[src/rtl/ars_pkg.sv]
package ars_pkg;

	localparam int DEF_MAX_OPERATORS = 8;

	localparam int W_W    = 24;
	localparam int SCR_W  = 40;
	localparam int USE_W  = 16;
	localparam int R_W    = 17;
	localparam int CNT_W  = 8;
	localparam int ACC_W  = 30;
	localparam int TGT_W  = ACC_W + 16;
	localparam int FIDX_W = 6;
	localparam int DIV_STEPS = SCR_W;

	localparam logic [W_W-1:0]   ONE_Q16    = 24'd65536;
	localparam logic [W_W-1:0]   MIN_WEIGHT = 24'd655;
	localparam logic [W_W-1:0]   WEIGHT_MAX = 24'hFFFFFF;
	localparam logic [SCR_W-1:0] SCORE_MAX  = 40'hFF_FFFF_FFFF;
	localparam logic [USE_W-1:0] USES_MAX   = 16'hFFFF;

	localparam logic [1:0] OP_SELECT = 2'd0;
	localparam logic [1:0] OP_CREDIT = 2'd1;
	localparam logic [1:0] OP_FLUSH  = 2'd2;
	localparam logic [1:0] OP_LOAD   = 2'd3;

	localparam logic [1:0] OC_NEW_BEST = 2'd0;
	localparam logic [1:0] OC_IMPROVED = 2'd1;
	localparam logic [1:0] OC_ACCEPTED = 2'd2;
	localparam logic [1:0] OC_REJECTED = 2'd3;

	localparam logic [2:0] REG_OPERATOR_COUNT  = 3'd0;
	localparam logic [2:0] REG_REACTION        = 3'd1;
	localparam logic [2:0] REG_SEGMENT_LENGTH  = 3'd2;
	localparam logic [2:0] REG_REWARD_NEW_BEST = 3'd3;
	localparam logic [2:0] REG_REWARD_IMPROVED = 3'd4;
	localparam logic [2:0] REG_REWARD_ACCEPTED = 3'd5;
	localparam logic [2:0] REG_REWARD_REJECTED = 3'd6;

	typedef struct packed {
		logic             valid;
		logic             search;
		logic [ACC_W-1:0] acc;
		logic             found;
		logic [FIDX_W-1:0] fidx;
	} tok_t;

	typedef struct packed {
		logic           credit;
		logic           load;
		logic           start;
		logic [2:0]     idx;
		logic [W_W-1:0] reward;
		logic [W_W-1:0] wval;
	} cmd_t;

endpackage

[src/rtl/ars_cell.sv]
module ars_cell #(
	parameter int CELL_INDEX = 0
) (
	input  logic                        clk,
	input  logic                        arst_n,
	input  ars_pkg::cmd_t               cmd,
	input  logic [ars_pkg::CNT_W-1:0]   eff_cnt,
	input  logic [ars_pkg::R_W-1:0]     r_eff,
	input  logic [ars_pkg::TGT_W-1:0]   target,
	input  ars_pkg::tok_t               tok_in,
	output ars_pkg::tok_t               tok_out,
	output logic                        done
);

	localparam logic [ars_pkg::CNT_W-1:0]  MY_CNT  = CELL_INDEX[ars_pkg::CNT_W-1:0];
	localparam logic [2:0]                 MY_IDX  = CELL_INDEX[2:0];
	localparam logic [ars_pkg::FIDX_W-1:0] MY_FIDX = CELL_INDEX[ars_pkg::FIDX_W-1:0];
	localparam bit                         ADDRESSABLE = CELL_INDEX < 8;
	localparam logic [5:0] STEPS = ars_pkg::DIV_STEPS[5:0];

	logic [ars_pkg::W_W-1:0]   w_q;
	logic [ars_pkg::SCR_W-1:0] score_q;
	logic [ars_pkg::USE_W-1:0] uses_q;
	ars_pkg::tok_t             tok_q;

	logic [5:0]                  cnt_q;
	logic                        mul_q, wr_q, done_q, run_q;
	logic [ars_pkg::USE_W:0]     rem_q;
	logic [ars_pkg::SCR_W-1:0]   quo_q;
	logic [40:0]                 p1_s1, p2_s1;

	logic                        active, hit_me;
	logic [ars_pkg::ACC_W-1:0]   cum_new;
	logic [ars_pkg::USE_W:0]     rem_sh;
	logic                        q_bit;
	logic [ars_pkg::W_W-1:0]     avg;
	logic [41:0]                 mix;
	logic [25:0]                 mix_sh;
	logic [ars_pkg::W_W-1:0]     w_new;
	logic [ars_pkg::SCR_W:0]     score_sum;

	assign active = MY_CNT < eff_cnt;
	assign hit_me = ADDRESSABLE && (cmd.idx == MY_IDX);

	// search chain: running sum of active weights moves one cell per cycle
	assign cum_new = active ? tok_in.acc + {{(ars_pkg::ACC_W-ars_pkg::W_W){1'b0}}, w_q}
	                        : tok_in.acc;

	assign rem_sh = {rem_q[ars_pkg::USE_W-1:0], quo_q[ars_pkg::SCR_W-1]};
	assign q_bit  = rem_sh >= {1'b0, uses_q};

	assign avg = (quo_q[ars_pkg::SCR_W-1:ars_pkg::W_W] != '0) ? ars_pkg::WEIGHT_MAX
	                                                         : quo_q[ars_pkg::W_W-1:0];

	assign mix    = {1'b0, p1_s1} + {1'b0, p2_s1} + 42'd32768;
	assign mix_sh = mix[41:16];
	always_comb begin
		if (mix_sh > {2'b0, ars_pkg::WEIGHT_MAX}) begin
			w_new = ars_pkg::WEIGHT_MAX;
		end else if (mix_sh[ars_pkg::W_W-1:0] < ars_pkg::MIN_WEIGHT) begin
			w_new = ars_pkg::MIN_WEIGHT;
		end else begin
			w_new = mix_sh[ars_pkg::W_W-1:0];
		end
	end

	assign score_sum = {1'b0, score_q} + {17'b0, cmd.reward};

	always_ff @(posedge clk or negedge arst_n) begin
		if (!arst_n) begin
			tok_q <= '0;
		end else begin
			tok_q.valid  <= tok_in.valid;
			tok_q.search <= tok_in.search;
			tok_q.acc    <= cum_new;
			if (tok_in.search && !tok_in.found && active
			    && (target <= {cum_new, 16'b0})) begin
				tok_q.found <= 1'b1;
				tok_q.fidx  <= MY_FIDX;
			end else begin
				tok_q.found <= tok_in.found;
				tok_q.fidx  <= tok_in.fidx;
			end
		end
	end

	always_ff @(posedge clk or negedge arst_n) begin
		if (!arst_n) begin
			cnt_q  <= '0;
			mul_q  <= 1'b0;
			wr_q   <= 1'b0;
			done_q <= 1'b0;
		end else begin
			mul_q  <= cnt_q == 6'd1;
			wr_q   <= mul_q;
			done_q <= wr_q;
			if (cmd.start) begin
				cnt_q <= STEPS;
			end else if (cnt_q != '0) begin
				cnt_q <= cnt_q - 6'd1;
			end
		end
	end

	// restoring divide, one quotient bit per cycle
	always_ff @(posedge clk) begin
		if (cmd.start) begin
			rem_q <= '0;
			quo_q <= score_q;
			run_q <= active && (uses_q != '0);
		end else if (cnt_q != '0) begin
			rem_q <= q_bit ? rem_sh - {1'b0, uses_q} : rem_sh;
			quo_q <= {quo_q[ars_pkg::SCR_W-2:0], q_bit};
		end
		if (mul_q) begin
			p1_s1 <= {24'b0, 17'd65536 - r_eff} * {17'b0, w_q};
			p2_s1 <= {24'b0, r_eff} * {17'b0, avg};
		end
	end

	always_ff @(posedge clk or negedge arst_n) begin
		if (!arst_n) begin
			w_q     <= ars_pkg::ONE_Q16;
			score_q <= '0;
			uses_q  <= '0;
		end else if (wr_q) begin
			if (run_q) begin
				w_q <= w_new;
			end
			score_q <= '0;
			uses_q  <= '0;
		end else if (cmd.credit && hit_me) begin
			score_q <= score_sum[ars_pkg::SCR_W] ? ars_pkg::SCORE_MAX
			                                     : score_sum[ars_pkg::SCR_W-1:0];
			if (uses_q != ars_pkg::USES_MAX) begin
				uses_q <= uses_q + 16'd1;
			end
		end else if (cmd.load && hit_me) begin
			w_q     <= (cmd.wval == '0) ? ars_pkg::ONE_Q16 : cmd.wval;
			score_q <= '0;
			uses_q  <= '0;
		end
	end

	assign tok_out = tok_q;
	assign done    = done_q;

	a_tok_mode_steady: assert property (@(posedge clk) disable iff (!arst_n)
		tok_in.valid |=> tok_q.valid && (tok_q.search == $past(tok_in.search)))
		else $error("token lost in cell");
	a_no_credit_during_update: assert property (@(posedge clk) disable iff (!arst_n)
		(cnt_q != '0 || mul_q || wr_q) |-> !(cmd.credit || cmd.load))
		else $error("tally write during update");
	a_done_after_write: assert property (@(posedge clk) disable iff (!arst_n)
		done_q |-> $past(wr_q))
		else $error("done without write");

endmodule

[config.mk]
export PLATFORM = sky130hd
export DESIGN_NAME = ars_cell
export DESIGN_NICKNAME = d
export VERILOG_FILES = /design/src/rtl/ars_pkg.sv /design/src/rtl/ars_cell.sv
export SDC_FILE = /design/constraint.sdc
export NUM_CORES = 2
export LEC_CHECK = 0
export BUFFER_PORTS_ARGS = -buffer_cell sky130_fd_sc_hd__buf_4
export CORE_MARGIN = 1
export CORE_UTILIZATION = 60
export DETAILED_ROUTE_END_ITERATION = 8
export GPL_TIMING_DRIVEN = 1
export PLACE_DENSITY = 0.78
export REMOVE_ABC_BUFFERS = 1
export SYNTH_ARGS = -nofsm -noshare
export SYNTH_HDL_FRONTEND = slang
export SYNTH_SLANG_ARGS = --single-unit
export TNS_END_PERCENT = 5
[constraint.sdc]
create_clock -name clk -period 8.6 [get_ports clk]
set_clock_uncertainty 0.15 [all_clocks]
set_input_delay 0.43 -clock clk [delete_from_list [all_inputs] [get_ports clk]]
set_output_delay 0.43 -clock clk [all_outputs]
set_load 0.1 [all_outputs]
==> impl_metrics.env <==
export IMPL_outcome="finished, final reports clean"
export IMPL_yosysUniqueCellTypes=88
export IMPL_syn_inst=4837
export IMPL_ys_flop_type="dfrtp_1"
export IMPL_cp_required_ns=8.78
export IMPL_drtPass1Iterations=7
export IMPL_grt_max_degree=80
export IMPL_routabilityCongestion=0.9368
export IMPL_die_height_um=271.1
export IMPL_synthArstFlopShare=0.4794
export IMPL_synth_seq_cells=267
export IMPL_ys_warn_count=0
export IMPL_clk_pin_slew_ns=0.06
export IMPL_area_growth_pct=11.48
export IMPL_syn_area_mm2=0.04343
export IMPL_cts_buffer_depth=3
export IMPL_crit_path_end_kind="flip-flop"
export IMPL_hpwl_mm=88.18
export IMPL_dieArea_mm2=0.07347
export IMPL_cts_root_buf="clkbuf_16"
export IMPL_rsz0062_at_grt="yes"
export IMPL_start_util=0.6065
export IMPL_antenna_found_initial=2
export IMPL_setup_viol=0
export IMPL_ios=206
export IMPL_max_stage_delay_ns=0.63
export IMPL_post_route_min_period_ns=8.300
export IMPL_diodes=0
export IMPL_die_w_um=271.1
export IMPL_finalHoldViolations=0
export IMPL_max_freq_mhz=120.5
export IMPL_final_net_count=6291
export IMPL_slowest_stage="or4_1"
export IMPL_cts_sinks=267
export IMPL_cts_buffers=35
export IMPL_grt_pass1_vias=36580
export IMPL_min_path_type="in2reg"
export IMPL_core_mm2=0.07161
export IMPL_drcViolationCount=0
export IMPL_max_slew_margin=0.1677
export IMPL_critPathLaunchType="input pin"
export IMPL_fin_crit_sh=0.9651
export IMPL_tritoncts="done"
export IMPL_clkLatencyLatePin_ns=0.58
export IMPL_cp_arrival_ns=8.48
export IMPL_ant_nets=0
export IMPL_drive_gt1_frac=0.1129
export IMPL_h_tree_depth=2
export IMPL_timing_hold_ws_ns=0.03243
export IMPL_rows=98
export IMPL_path_class="in2reg"
export IMPL_worstMarginPinSlew_ns=1.242
export IMPL_ys_seq_area_frac=0.1662
export IMPL_port_buffers=205
export IMPL_routedWlPerCell_um=18.63
export IMPL_critPathMaxFanout=11
export IMPL_wirelength_mm=112.4
export IMPL_synth_edf_count=123
export IMPL_grt_overflow=0
export IMPL_synth_avg_cell_area_um2=8.980
export IMPL_grt_first_pass_wirelength_mm=185.7
export IMPL_grtUsageTotal=0.3162
export IMPL_crit_path_frequent_cell="fa_1"
export IMPL_drt_iter0_drc=2435
export IMPL_drv_slew=0
export IMPL_vias=34650
export IMPL_vias_per_cell=5.744
export IMPL_drv_cap=0
[final cells by class]
cell class	count	area, um2
clock inverter	23	267.8
clock buffer	41	948.4
fill	5638	23190
inverter	927	3480
timing repair buffer	406	3269
tap	950	1189
multi-input combinational	3419	32040
sequential	267	7222
[through the flow]
step	setup TNS, ns	util	instance area (um2)	instances	setup slack (ns)
after global routing	-0.02235	0.6762	48420	6033	-0.02235
final	0	0.6762	48420	6033	0.3001
after global placement	-0.1611	0.6529	46760	5924	-0.09888
after CTS	0	0.6754	48360	6027	0.3673
after detailed placement	-0.4665	0.6529	46760	5924	-0.2066
after floorplan	-0.06551	-	42590	4613	-0.06551
[synthesized netlist by cell type (all sizes together) (35+ instances only)]
cell type | count | share of area
nand4 | 37 | 0.0053
xnor2 | 121 | 0.024
nand3 | 57 | 0.0066
dfrtp | 127 | 0.073
o21ai | 153 | 0.018
a21o | 94 | 0.016
nand2 | 677 | 0.059
inv | 927 | 0.080
mux2 | 65 | 0.017
clkbuf | 206 | 0.018
or2 | 35 | 0.0050
and2 | 308 | 0.044
nor3 | 59 | 0.0068
fa | 661 | 0.30
edfxtp | 123 | 0.085
xor2 | 46 | 0.0093
a21oi | 151 | 0.017
nor2 | 143 | 0.012
ha | 408 | 0.12
[logic make-up after synthesis]
| family | after synthesis | share of synthesized area |
|---|---|---|
| AOI/OAI and AO/OA | 623 | 0.09397 |
| xor gates and xnor gates | 167 | 0.03368 |
| adders and majority gates | 1069 | 0.4222 |
| buffers and inverters | 1151 | 0.09950 |
| DFF | 267 | 0.1662 |
| muxes | 70 | 0.01800 |
| and+or+nand+nor | 1490 | 0.1665 |
[timing repair]
action	4_1_cts	5_1_grt
hold endpoints to repair	115	0
setup endpoints to repair	0	3
resized for setup	0	1
buffers inserted	0	5
hold buffers	39	0
[placed cells by master (no fill, tap or decap), drive strengths merged, types with 32 or more instances in the layout]
| cell | count |
|---|---|
| inv | 930 |
| nand2 | 677 |
| fa | 661 |
| ha | 408 |
| buf | 367 |
| and2 | 308 |
| o21ai | 153 |
| a21oi | 151 |
| nor2 | 143 |
| dfrtp | 127 |
| edfxtp | 123 |
| xnor2 | 121 |
| a21o | 94 |
| mux2 | 65 |
| nor3 | 59 |
| nand3 | 57 |
| xor2 | 46 |
| clkbuf | 41 |
| dlygate4sd3 | 39 |
| nand4 | 37 |
| or2 | 35 |
| nor4 | 33 |
| nand2b | 32 |
[worst max-delay path, delay by kind of cell]
kind	cells	cell delay [ns]
compound gates	9	2.06
xor+xnor	2	0.34
fa+ha+maj	7	3.41
buf+inv	8	0.91
simple gates	5	1.32
[per-layer routing]
metal / wire, um / part of all wire / GRT usage / vias to the layer above
met1: 44050 / 0.39 / 0.3921 / 17320
met2: 54800 / 0.49 / 0.5362 / 1262
li1: - / - / - / 15750
met3: 8281 / 0.074 / 0.06275 / 314
met5: 22 / 0.00020 / 0 / -
met4: 5218 / 0.046 / 0.1350 / 4
[sequential cells by signal, summed over array words and instances, names as in the netlist, 6 cells and up]
signal / cells
cnt_q: 6
p1_s1: 41
p2_s1: 41
quo_q: 40
rem_q: 16
score_q: 40
tok_out: 39
uses_q: 16
w_q: 24
[path summary, 6_finish.rpt]
| check | endpoint | from | slack (ns) | cells after the start |
|---|---|---|---|---|
| max reg2reg | p2_s1[38]$_DFFE_PP_ | quo_q[39]$_DFFE_PP_ | 0.48 | 26 |
| min reg2reg | rem_q[15]$_SDFFE_PP0P_ | rem_q[15]$_SDFFE_PP0P_ | 0.32 | 2 |
| min in group asynchronous | uses_q[4]$_DFFE_PN0P_ | arst_n | 0.33 | 2 |
| max in group asynchronous | score_q[5]$_DFFE_PN0P_ | arst_n | 6.80 | 3 |
| min | tok_out[9]$_DFF_PN0_ | tok_in[9] | 0.03 | 3 |
| max | p1_s1[39]$_DFFE_PP_ | r_eff[5] | 0.30 | 31 |
Power is not shown: default switching activity piles up to over one toggle a cycle in this logic, so the estimate is an artifact.
